$ cat config.mk
export PLATFORM = sky130hd
export DESIGN_NAME = panel_three_wire_command_serializer
export DESIGN_NICKNAME = d
export VERILOG_FILES = /design/src/hw/rtl/ptwcs_pkg.sv /design/src/hw/rtl/ptwcs_in_reg.sv /design/src/hw/rtl/ptwcs_out_reg.sv /design/src/hw/rtl/ptwcs_core.sv /design/src/hw/rtl/panel_three_wire_command_serializer.sv
export SDC_FILE = /design/constraint.sdc
export NUM_CORES = 1
export LEC_CHECK = 0
export BUFFER_PORTS_ARGS = -buffer_cell sky130_fd_sc_hd__buf_2
export CAP_MARGIN = 10
export CORE_AREA = 5 5 134 136
export DETAILED_ROUTE_END_ITERATION = 10
export DIE_AREA = 0 0 139 141
export PLACE_DENSITY = 0.81
export SYNTH_ARGS = -nofsm -noshare
export SYNTH_HDL_FRONTEND = slang
export SYNTH_SLANG_ARGS = --single-unit
export TNS_END_PERCENT = 100
$ cat constraint.sdc
create_clock -name aclk -period 5.36 [get_ports aclk]
set_input_delay 0.804 -clock aclk [delete_from_list [all_inputs] [get_ports aclk]]
set_output_delay 0.804 -clock aclk [all_outputs]
set_load 0.1 [all_outputs]
$ cat src/hw/rtl/ptwcs_pkg.sv
package ptwcs_pkg;

    // Length of an address or data frame in bits, MSB first.
    localparam int FRAME_BITS = 16;
    // The read frame always has sixteen bits: eight command bits, eight sampled bits.
    localparam int READ_FRAME_BITS = 16;
    localparam int RECV_BITS = 8;
    localparam int SHIFT_W = (FRAME_BITS > READ_FRAME_BITS) ? FRAME_BITS : READ_FRAME_BITS;
    localparam int BIT_W = $clog2(SHIFT_W + 1);

    localparam int TICK_W = 16;
    localparam int CFG_W = 16;
    localparam int CFG_IDX_W = 2;

    localparam int IN_TDATA_W = 32;
    localparam int OUT_TDATA_W = 16;

    localparam logic [15:0] ADDR_HI_PREFIX = 16'h2000;
    localparam logic [15:0] DATA_PREFIX = 16'h4000;
    localparam logic [7:0] READ_CMD = 8'hC0;
    localparam logic [15:0] LOW_BYTE_MASK = 16'h00FF;

    localparam logic [TICK_W-1:0] WRITE_HALF_RESET = 16'd5;
    localparam logic [TICK_W-1:0] READ_HALF_RESET = 16'd20;
    localparam logic [TICK_W-1:0] FRAME_GAP_RESET = 16'd5;
    localparam logic [TICK_W-1:0] READ_GAP_TICKS = 16'd1;

    typedef enum logic [1:0] {
        OP_NONE    = 2'd0,
        OP_ADDR_WR = 2'd1,
        OP_DATA_WR = 2'd2,
        OP_READ    = 2'd3
    } op_t;

    typedef enum logic [1:0] {
        PH_LOW  = 2'd0,
        PH_HIGH = 2'd1,
        PH_GAP  = 2'd2
    } phase_t;

    typedef enum logic [1:0] {
        FR_ADDR_HI = 2'd0,
        FR_ADDR_LO = 2'd1,
        FR_THIRD   = 2'd2
    } frame_t;

    typedef enum logic [CFG_IDX_W-1:0] {
        CFG_WRITE_HALF = 2'd0,
        CFG_READ_HALF  = 2'd1,
        CFG_FRAME_GAP  = 2'd2
    } cfg_index_t;

    // Members are listed from the highest bit down, so op sits in the lowest bits.
    typedef struct packed {
        logic        serial_in;
        logic [7:0]  write_data;
        logic [15:0] reg_address;
        op_t         op;
    } in_item_t;

    typedef struct packed {
        logic       start_ignored;
        logic       read_valid;
        logic [7:0] read_byte;
        logic       done_res;
        logic       busy_res;
        logic       serial_out;
        logic       serial_clock;
        logic       chip_select_n;
    } res_item_t;

    localparam int IN_W = $bits(in_item_t);
    localparam int OUT_W = $bits(res_item_t);

endpackage

$ cat src/hw/rtl/ptwcs_in_reg.sv
module ptwcs_in_reg (
    input  logic                 aclk,
    input  logic                 aresetn,
    input  logic                 s_tvalid,
    output logic                 s_tready,
    input  ptwcs_pkg::in_item_t  s_item,
    input  logic                 step,
    output logic                 item_valid,
    output ptwcs_pkg::in_item_t  item
);

    logic                valid_reg;
    logic                valid_next;
    ptwcs_pkg::in_item_t item_reg;
    logic                take;

    // The slot frees up in the same cycle that its word moves on.
    assign s_tready = !valid_reg || step;
    assign take = s_tvalid && s_tready;

    always_comb begin
        valid_next = valid_reg;
        if (take) begin
            valid_next = 1'b1;
        end else if (step) begin
            valid_next = 1'b0;
        end
    end

    always_ff @(posedge aclk) begin
        if (!aresetn) begin
            valid_reg <= 1'b0;
        end else begin
            valid_reg <= valid_next;
        end
    end

    always_ff @(posedge aclk) begin
        if (take) begin
            item_reg <= s_item;
        end
    end

    assign item_valid = valid_reg;
    assign item = item_reg;

endmodule

$ cat src/hw/rtl/ptwcs_out_reg.sv
module ptwcs_out_reg (
    input  logic                  aclk,
    input  logic                  aresetn,
    input  logic                  step,
    input  ptwcs_pkg::res_item_t  res,
    output logic                  can_load,
    output logic                  m_tvalid,
    input  logic                  m_tready,
    output ptwcs_pkg::res_item_t  m_res
);

    logic                 valid_reg;
    logic                 valid_next;
    ptwcs_pkg::res_item_t res_reg;

    assign can_load = !valid_reg || m_tready;

    always_comb begin
        valid_next = valid_reg;
        if (step) begin
            valid_next = 1'b1;
        end else if (m_tready) begin
            valid_next = 1'b0;
        end
    end

    always_ff @(posedge aclk) begin
        if (!aresetn) begin
            valid_reg <= 1'b0;
        end else begin
            valid_reg <= valid_next;
        end
    end

    always_ff @(posedge aclk) begin
        if (step) begin
            res_reg <= res;
        end
    end

    assign m_tvalid = valid_reg;
    assign m_res = res_reg;

endmodule

$ cat src/hw/rtl/ptwcs_core.sv
module ptwcs_core (
    input  logic                                 aclk,
    input  logic                                 aresetn,
    input  logic                                 cfg_wr_en,
    input  logic [ptwcs_pkg::CFG_IDX_W-1:0]      cfg_index,
    input  logic [ptwcs_pkg::CFG_W-1:0]          cfg_wdata,
    input  logic                                 step,
    input  ptwcs_pkg::in_item_t                  item,
    output ptwcs_pkg::res_item_t                 res
);

    logic [ptwcs_pkg::TICK_W-1:0]  write_half_reg;
    logic [ptwcs_pkg::TICK_W-1:0]  read_half_reg;
    logic [ptwcs_pkg::TICK_W-1:0]  frame_gap_reg;

    ptwcs_pkg::op_t                active_op_reg, active_op_next;
    ptwcs_pkg::frame_t             frame_reg, frame_next;
    logic [ptwcs_pkg::BIT_W-1:0]   bit_reg, bit_next;
    ptwcs_pkg::phase_t             phase_reg, phase_next;
    logic [ptwcs_pkg::TICK_W-1:0]  tick_reg, tick_next;
    logic [ptwcs_pkg::SHIFT_W-1:0] shift_reg, shift_next;
    logic [15:0]                   addr_reg, addr_next;
    logic [7:0]                    data_reg, data_next;
    logic [7:0]                    recv_reg, recv_next;

    logic                          read_frame;
    logic [ptwcs_pkg::BIT_W-1:0]   frame_len;
    logic [ptwcs_pkg::TICK_W-1:0]  half_ticks;
    logic [ptwcs_pkg::TICK_W-1:0]  gap_ticks;
    logic [ptwcs_pkg::TICK_W:0]    tick_inc;
    logic [ptwcs_pkg::BIT_W-1:0]   bit_inc;
    logic                          last_frame;

    // Word for a given frame, zero-extended to the shift register.
    function automatic logic [ptwcs_pkg::SHIFT_W-1:0] frame_word(
        input ptwcs_pkg::frame_t fr,
        input ptwcs_pkg::op_t    op,
        input logic [15:0]       addr,
        input logic [7:0]        data
    );
        logic [15:0] w;
        case (fr)
            ptwcs_pkg::FR_ADDR_HI: begin
                w = ptwcs_pkg::ADDR_HI_PREFIX | ((addr >> 8) & ptwcs_pkg::LOW_BYTE_MASK);
            end
            ptwcs_pkg::FR_ADDR_LO: begin
                w = addr & ptwcs_pkg::LOW_BYTE_MASK;
            end
            default: begin
                if (op == ptwcs_pkg::OP_READ) begin
                    w = {ptwcs_pkg::READ_CMD, 8'h00};
                end else begin
                    w = ptwcs_pkg::DATA_PREFIX | {8'h00, data};
                end
            end
        endcase
        return ptwcs_pkg::SHIFT_W'(w);
    endfunction

    always_comb begin
        active_op_next = active_op_reg;
        frame_next = frame_reg;
        bit_next = bit_reg;
        phase_next = phase_reg;
        tick_next = tick_reg;
        shift_next = shift_reg;
        addr_next = addr_reg;
        data_next = data_reg;
        recv_next = recv_reg;
        res = '0;
        res.chip_select_n = 1'b1;
        res.serial_clock = 1'b1;
        read_frame = 1'b0;
        frame_len = ptwcs_pkg::BIT_W'(ptwcs_pkg::FRAME_BITS);
        half_ticks = write_half_reg;
        gap_ticks = frame_gap_reg;
        tick_inc = '0;
        bit_inc = '0;
        last_frame = 1'b0;

        // A start while an operation runs is dropped and flagged.
        if (item.op != ptwcs_pkg::OP_NONE) begin
            if (active_op_reg != ptwcs_pkg::OP_NONE) begin
                res.start_ignored = 1'b1;
            end else begin
                addr_next = item.reg_address;
                data_next = item.write_data;
                active_op_next = item.op;
                frame_next = ptwcs_pkg::FR_ADDR_HI;
                shift_next = frame_word(ptwcs_pkg::FR_ADDR_HI, item.op,
                                        item.reg_address, item.write_data);
                bit_next = '0;
                phase_next = ptwcs_pkg::PH_LOW;
                tick_next = '0;
            end
        end

        if (active_op_next != ptwcs_pkg::OP_NONE) begin
            read_frame = (active_op_next == ptwcs_pkg::OP_READ) &&
                         (frame_next == ptwcs_pkg::FR_THIRD);
            if (read_frame) begin
                frame_len = ptwcs_pkg::BIT_W'(ptwcs_pkg::READ_FRAME_BITS);
            end
            if (active_op_next == ptwcs_pkg::OP_READ) begin
                half_ticks = read_half_reg;
                gap_ticks = ptwcs_pkg::READ_GAP_TICKS;
            end
            res.busy_res = 1'b1;
            // A zero timing register behaves as one: the first tick already meets it.
            tick_inc = {1'b0, tick_next} + 1'b1;

            if (phase_next == ptwcs_pkg::PH_GAP) begin
                tick_next = tick_inc[ptwcs_pkg::TICK_W-1:0];
                if (tick_inc >= {1'b0, gap_ticks}) begin
                    frame_next = ptwcs_pkg::frame_t'(frame_next + 2'd1);
                    shift_next = frame_word(frame_next, active_op_next, addr_next, data_next);
                    bit_next = '0;
                    phase_next = ptwcs_pkg::PH_LOW;
                    tick_next = '0;
                end
            end else begin
                res.chip_select_n = 1'b0;
                if (read_frame) begin
                    res.serial_out = shift_next[ptwcs_pkg::READ_FRAME_BITS-1];
                end else begin
                    res.serial_out = shift_next[ptwcs_pkg::FRAME_BITS-1];
                end
                tick_next = tick_inc[ptwcs_pkg::TICK_W-1:0];
                if (phase_next == ptwcs_pkg::PH_LOW) begin
                    res.serial_clock = 1'b0;
                    if (tick_inc >= {1'b0, half_ticks}) begin
                        // Sample at the end of the clock-low half of the receive bits.
                        if (read_frame && bit_next >= ptwcs_pkg::BIT_W'(ptwcs_pkg::RECV_BITS)) begin
                            recv_next = {recv_next[6:0], item.serial_in};
                        end
                        phase_next = ptwcs_pkg::PH_HIGH;
                        tick_next = '0;
                    end
                end else begin
                    if (tick_inc >= {1'b0, half_ticks}) begin
                        shift_next = shift_next << 1;
                        bit_inc = bit_next + 1'b1;
                        bit_next = bit_inc;
                        tick_next = '0;
                        phase_next = ptwcs_pkg::PH_LOW;
                        if (bit_inc >= frame_len) begin
                            if (active_op_next == ptwcs_pkg::OP_ADDR_WR) begin
                                last_frame = (frame_next == ptwcs_pkg::FR_ADDR_LO);
                            end else begin
                                last_frame = (frame_next == ptwcs_pkg::FR_THIRD);
                            end
                            if (last_frame) begin
                                res.done_res = 1'b1;
                                res.read_valid = (active_op_next == ptwcs_pkg::OP_READ);
                                active_op_next = ptwcs_pkg::OP_NONE;
                                frame_next = ptwcs_pkg::FR_ADDR_HI;
                                bit_next = '0;
                            end else begin
                                phase_next = ptwcs_pkg::PH_GAP;
                            end
                        end
                    end
                end
            end
        end

        res.read_byte = recv_next;
    end

    always_ff @(posedge aclk) begin
        if (!aresetn) begin
            write_half_reg <= ptwcs_pkg::WRITE_HALF_RESET;
            read_half_reg <= ptwcs_pkg::READ_HALF_RESET;
            frame_gap_reg <= ptwcs_pkg::FRAME_GAP_RESET;
        end else if (cfg_wr_en) begin
            case (cfg_index)
                ptwcs_pkg::CFG_WRITE_HALF: begin
                    write_half_reg <= cfg_wdata;
                end
                ptwcs_pkg::CFG_READ_HALF: begin
                    read_half_reg <= cfg_wdata;
                end
                ptwcs_pkg::CFG_FRAME_GAP: begin
                    frame_gap_reg <= cfg_wdata;
                end
                default: begin
                end
            endcase
        end
    end

    always_ff @(posedge aclk) begin
        if (!aresetn) begin
            active_op_reg <= ptwcs_pkg::OP_NONE;
            frame_reg <= ptwcs_pkg::FR_ADDR_HI;
            bit_reg <= '0;
            phase_reg <= ptwcs_pkg::PH_LOW;
            tick_reg <= '0;
            recv_reg <= '0;
        end else if (step) begin
            active_op_reg <= active_op_next;
            frame_reg <= frame_next;
            bit_reg <= bit_next;
            phase_reg <= phase_next;
            tick_reg <= tick_next;
            recv_reg <= recv_next;
        end
    end

    always_ff @(posedge aclk) begin
        if (step) begin
            shift_reg <= shift_next;
            addr_reg <= addr_next;
            data_reg <= data_next;
        end
    end

    a_done_goes_idle: assert property (@(posedge aclk) disable iff (!aresetn)
        step && res.done_res |=> active_op_reg == ptwcs_pkg::OP_NONE)
        else $error("operation still active after done");

    a_valid_means_done: assert property (@(posedge aclk) disable iff (!aresetn)
        res.read_valid |-> res.done_res && res.busy_res)
        else $error("read_valid without done");

    a_ignored_while_busy: assert property (@(posedge aclk) disable iff (!aresetn)
        res.start_ignored |-> active_op_reg != ptwcs_pkg::OP_NONE && res.busy_res)
        else $error("start dropped while idle");

    a_idle_phase_low: assert property (@(posedge aclk) disable iff (!aresetn)
        active_op_reg == ptwcs_pkg::OP_NONE |-> phase_reg == ptwcs_pkg::PH_LOW &&
        tick_reg == '0)
        else $error("idle with timing state left over");

endmodule

$ cat src/hw/rtl/panel_three_wire_command_serializer.sv
// A word accepted on the input waits in the input register, then goes through the tick
// logic into the output register.
// Throughput: one word per cycle unless the output stalls; each word is one bus timing tick.
// Reset (aresetn low at a clock edge, synchronous) empties both registers, makes the
// serializer idle and restores the timing registers to 5, 20 and 5 ticks.
module panel_three_wire_command_serializer (
    input  logic                                 aclk,
    input  logic                                 aresetn,

    // Timing register writes: index 0 write half period, 1 read half period,
    // 2 frame gap. Other indexes are ignored.
    input  logic                                 cfg_wr_en,
    input  logic [ptwcs_pkg::CFG_IDX_W-1:0]      cfg_index,
    input  logic [ptwcs_pkg::CFG_W-1:0]          cfg_wdata,

    input  logic                                 s_tvalid,
    output logic                                 s_tready,
    // s_tdata from bit 0 up: op[1:0], reg_address[15:0], write_data[7:0],
    // serial_in, then five ignored bits.
    input  logic [ptwcs_pkg::IN_TDATA_W-1:0]     s_tdata,

    output logic                                 m_tvalid,
    input  logic                                 m_tready,
    // m_tdata from bit 0 up: chip_select_n, serial_clock, serial_out, busy_res,
    // done_res, read_byte[7:0], read_valid, start_ignored, then one zero bit.
    output logic [ptwcs_pkg::OUT_TDATA_W-1:0]    m_tdata
);

    ptwcs_pkg::in_item_t  s_item;
    ptwcs_pkg::in_item_t  item;
    logic                 item_valid;
    ptwcs_pkg::res_item_t res;
    ptwcs_pkg::res_item_t m_res;
    logic                 out_can_load;
    logic                 step;

    // The packed struct puts op in the lowest bits, matching the word layout.
    assign s_item = ptwcs_pkg::in_item_t'(s_tdata[ptwcs_pkg::IN_W-1:0]);

    // One tick is processed whenever a word waits in the input register and the
    // output register is empty or being drained in the same cycle.
    assign step = item_valid && out_can_load;

    ptwcs_in_reg u_in_reg (
        .aclk       (aclk),
        .aresetn    (aresetn),
        .s_tvalid   (s_tvalid),
        .s_tready   (s_tready),
        .s_item     (s_item),
        .step       (step),
        .item_valid (item_valid),
        .item       (item)
    );

    // The core holds the bus state: current operation, frame, bit, clock half and
    // tick counter, plus the shift word and the receive byte.
    ptwcs_core u_core (
        .aclk      (aclk),
        .aresetn   (aresetn),
        .cfg_wr_en (cfg_wr_en),
        .cfg_index (cfg_index),
        .cfg_wdata (cfg_wdata),
        .step      (step),
        .item      (item),
        .res       (res)
    );

    ptwcs_out_reg u_out_reg (
        .aclk     (aclk),
        .aresetn  (aresetn),
        .step     (step),
        .res      (res),
        .can_load (out_can_load),
        .m_tvalid (m_tvalid),
        .m_tready (m_tready),
        .m_res    (m_res)
    );

    assign m_tdata = ptwcs_pkg::OUT_TDATA_W'(m_res);

endmodule
==> results.md <==
* Post-Synth Simple-Gate Area at 21.3%
* Antenna-violating nets left at 0
* Global route hottest layer: met2
* Finished Layout Cells at 1205
* DRC errors left at 0
* Share of post-route cells with drive strength above 1 at 15.5%
* Worst path cell trace: or2_2 -> nand2_1 -> and2_1 -> ha_1 -> nand4_1 -> nor3_1 -> and2_2 -> nand3_1 -> xor2_1 -> nor2_1 -> ha_1 -> a21o_1 -> a21oi_2 -> nand2b_1 -> a211oi_2 -> o211ai_2 -> and2_2 -> buf_4 -> o32a_1 -> o211ai_1
* MaxCap Viol Count at 0
* Final worst-path cycle share at 93.0%
* Switching fraction of total power at 27.1%
* Via density at approximately 5.8
* Multiplexer area fraction after synthesis at 5.15%
* Sequential area share after synthesis at 47.3%
* Port bufs at 66
* Leak at approximately 3.8 nW
* Dpl hpwl at 13700 um
* Max stage delay on crit path at between 0.4 and 0.5 ns
* Critical Path RT at approximately 5.6 ns
* Placer Congestion at 0.882
* Ys flop type: dfxtp_1
* Async SR Flop Fraction at 0%
* Worst Min Path Start: u_core.read_half_reg[14]
* Fillers at between 1000 and 1500
* CTS tree: yes
* H-tree levels at 4
* Die W at approximately 140 um
* Compound-Gate Fraction of Synth Area at between 10% and 20%
* WL/cell at 16.9 um
* Status: complete, no violations
* Met1 Use GR at about a quarter
* Max clock buf depth at 2
* Xor/xnor share of the synthesized area at 1.49%
* Skew-Pair Late Insertion Delay at approximately 0.44 ns
* Num CTS Buffers at 17
* Psw at slightly above 800 uW
* Clock skew at 0.00865 ns
* Crit Path Max Fanout at 10
* Synth Cell Area at 0.00880 sq mm
* Yosys warning count at 0
* CORE AREA at 0.0168 sq mm
* Total track usage at a little over a fifth
* Peak supply drop at roughly 0.24 mV
* Layout area overhead at 12.1%
* First-pass GRT wire length at 33400 um
* Post-synthesis register bit count at roughly 170
* Pwr dens at a little over 300 mW/mm^2
* CP max-delay cell: edfxtp_1
* Initial Utilization at between 50% and 60%
* Placed Area at a little over 0.009 sq mm
* Die Ht at approximately 140 um
* CP Class: register to register
* Fin Hold WS at 0.463 ns
* Sequential Power Share at 46.9%
* Commonest non-fill, non-tap cells in the layout: 250 x nand2_1, 85 x dfxtp_1, 82 x edfxtp_1, 66 x buf_2, 50 x a21boi_0
* Synth Area per Inst at 9.54 sq um
* Area share of fa/ha/maj cells after synthesis at between 4 and 5%
* EDFF count, synth at between 80 and 90
* Max reg flops at 27
* Minimum clock period at 4.99 ns
* GRT met3 Usage at under 10%
* Routed wire length at roughly 20000 um
* Hold Vio Cnt, Final at 0
* CP startpoint: u_in_reg.item[1]
* I/O Pins at 73
* Vias in the first global route at 6807
* # hold bufs at CTS at 0
* Endpoints failing setup at 0
* Final TNS setup at 0 ns
* Drt pass-1 iters at 7
* Grt total ovfl at 0
* Main combinational cell family by area after synthesis: simple AND/OR/NAND/NOR gates
* Clock root cell: clkbuf_16
* Num Clock Sinks at between 150 and 200
* N_diodes at 0
* # rows at 48
* DR vias at 6963
* Max Freq at ~200 MHz
* Total nets after synthesis at approximately 1000
* Die area at around 0.020 sq mm
* Commonest non-fill, non-tap cell in the layout: nand2_1
* Critical Path AT at 5.27 ns
* Hold/Removal Path Class: register to register
* Largest net degree at the start of global routing at between 60 and 70
* Met2 Track Usage GR at roughly 36%
* First-iteration detailed-routing DRC count at 791
* Fin area at approximately 0.01 sq mm
* Max-slew headroom at between 40 and 50%
* Reg2reg start: u_in_reg.item[1]
* Clock Power Share at between 40% and 50%
* Reg area at 0.00416 sq mm
* CTS clk-pin slew, worst paths at 0.07 ns
* CP startpoint kind: register
* Final nets at 1057
* Combinational share of power at around an eighth
* Post-Syn Instances at just over 900
* RSZ-0062 raised after global routing: no
* Pins Over Slew Limit at 0
* Dpl cells at 1173
* Slew @ Worst Pin at 0.850 ns
* Area taken by multi-input logic gates at between 0.004 and 0.005 sq mm
* Initial antenna violation count at 1
* Crit. End Element: register
* Post-synth cell types at between 70 and 80
* P_int at ~2.2 mW
-- routing by layer --
metal  up-vias  routed length [um]  part of all wire (%)
li1       3377                   -                     -
met1      3300                8660                    42
met2       253               10100                    49
met3        33                1290                   6.3
met4         0                 369                   1.8
met5         -                   0                     0
-- kinds of logic (layout without fill, tap and decap cells) --
logic type	Yosys count	after routing
buffers and inverters	70	127
adder cells (fa/ha/maj)	35	35
AND/OR/NAND/NOR	412	412
flip-flops	167	167
AO/OA/AOI/OAI	179	179
XOR/XNOR	15	15
multiplexers	44	44
other	1	1
-- what timing repair did --
item	4_1_cts	5_1_grt
setup endpoints to repair	0	20
hold endpoints to repair	0	0
buffers inserted	0	0
resized for setup	0	3
-- metrics by stage --
stage | power [mW] | util, % | setup slack [ns]
after global routing | 3.15 | 58.7 | 0.0728
after detailed placement | 1.82 | 55.1 | 0.290
final | 3.03 | 58.7 | 0.374
after floorplan | 1.72 | - | 0.227
after global placement | 1.81 | 55.1 | 0.435
after CTS | 3.05 | 58.6 | 0.269
-- power groups by stage --
stage                     Sequential [mW]  Combinational (mW)  Clock [mW]
after floorplan                      1.49               0.234           0
after global placement               1.45               0.363           0
after detailed placement             1.45               0.369           0
after CTS                            1.42               0.373        1.25
after global routing                 1.43               0.408        1.31
final                                1.42               0.376        1.23
-- final cells by class --
class	count	share of cell area, %
flip-flops and latches	167	42.2
well taps	225	2.85
inverters	16	0.609
clock buffers	20	4.84
repair buffers	79	4.34
clock inverters	12	1.14
multi-input cells	686	44.0
-- final timing paths --
path                               to  slack [ns]  cells past startpoint
max               u_core.shift_reg[6]        0.37                     20
min          u_core.read_half_reg[14]        0.46                      2
max reg2reg       u_core.shift_reg[6]        0.37                     20
min reg2reg  u_core.read_half_reg[14]        0.46                      2
-- Yosys cell counts (all sizes together) (2+ instances only) --
cell	count	area [sq um]
nor3	11	65.1
ha	35	438
edfxtp	82	2460
xnor2	6	52.6
nand3b	4	30.0
o31ai	4	48.8
or2	2	12.5
or3	7	43.8
nor4	4	25.0
a22oi	14	105
nand3	35	175
a21oi	21	131
and3	7	43.8
mux2i	34	340
dfxtp	85	1700
a31oi	4	25.0
o221ai	5	43.8
mux2	10	113
inv	16	60.1
and3b	2	17.5
nand2	250	938
a21o	3	22.5
a32o	7	70.1
xor2	9	78.8
a211oi	5	47.5
a21boi	58	435
a221oi	2	30.0
a22o	4	35.0
and2	14	87.6
nor2	39	165
o21a	3	22.5
o211ai	12	100
nor2b	10	62.6
o2111a	2	22.5
a31o	4	35.0
and4	4	35.0
o32a	7	70.1
buf	15	101
nand4	11	68.8
o21ai	11	58.8
nand2b	8	50.1
clkbuf	39	146
-- critical path: cells and delay by family, from the launching register on --
kind | cells | cell delay [ns]
and+or+nand+nor | 10 | 2.23
AOI/OAI and AO/OA | 6 | 1.23
adders and majority gates | 2 | 0.54
DFF | 1 | 0.46
buffers and inverters | 1 | 0.20
xor gates and xnor gates | 1 | 0.16
Note: power is estimated with default switching activity, not from simulation.
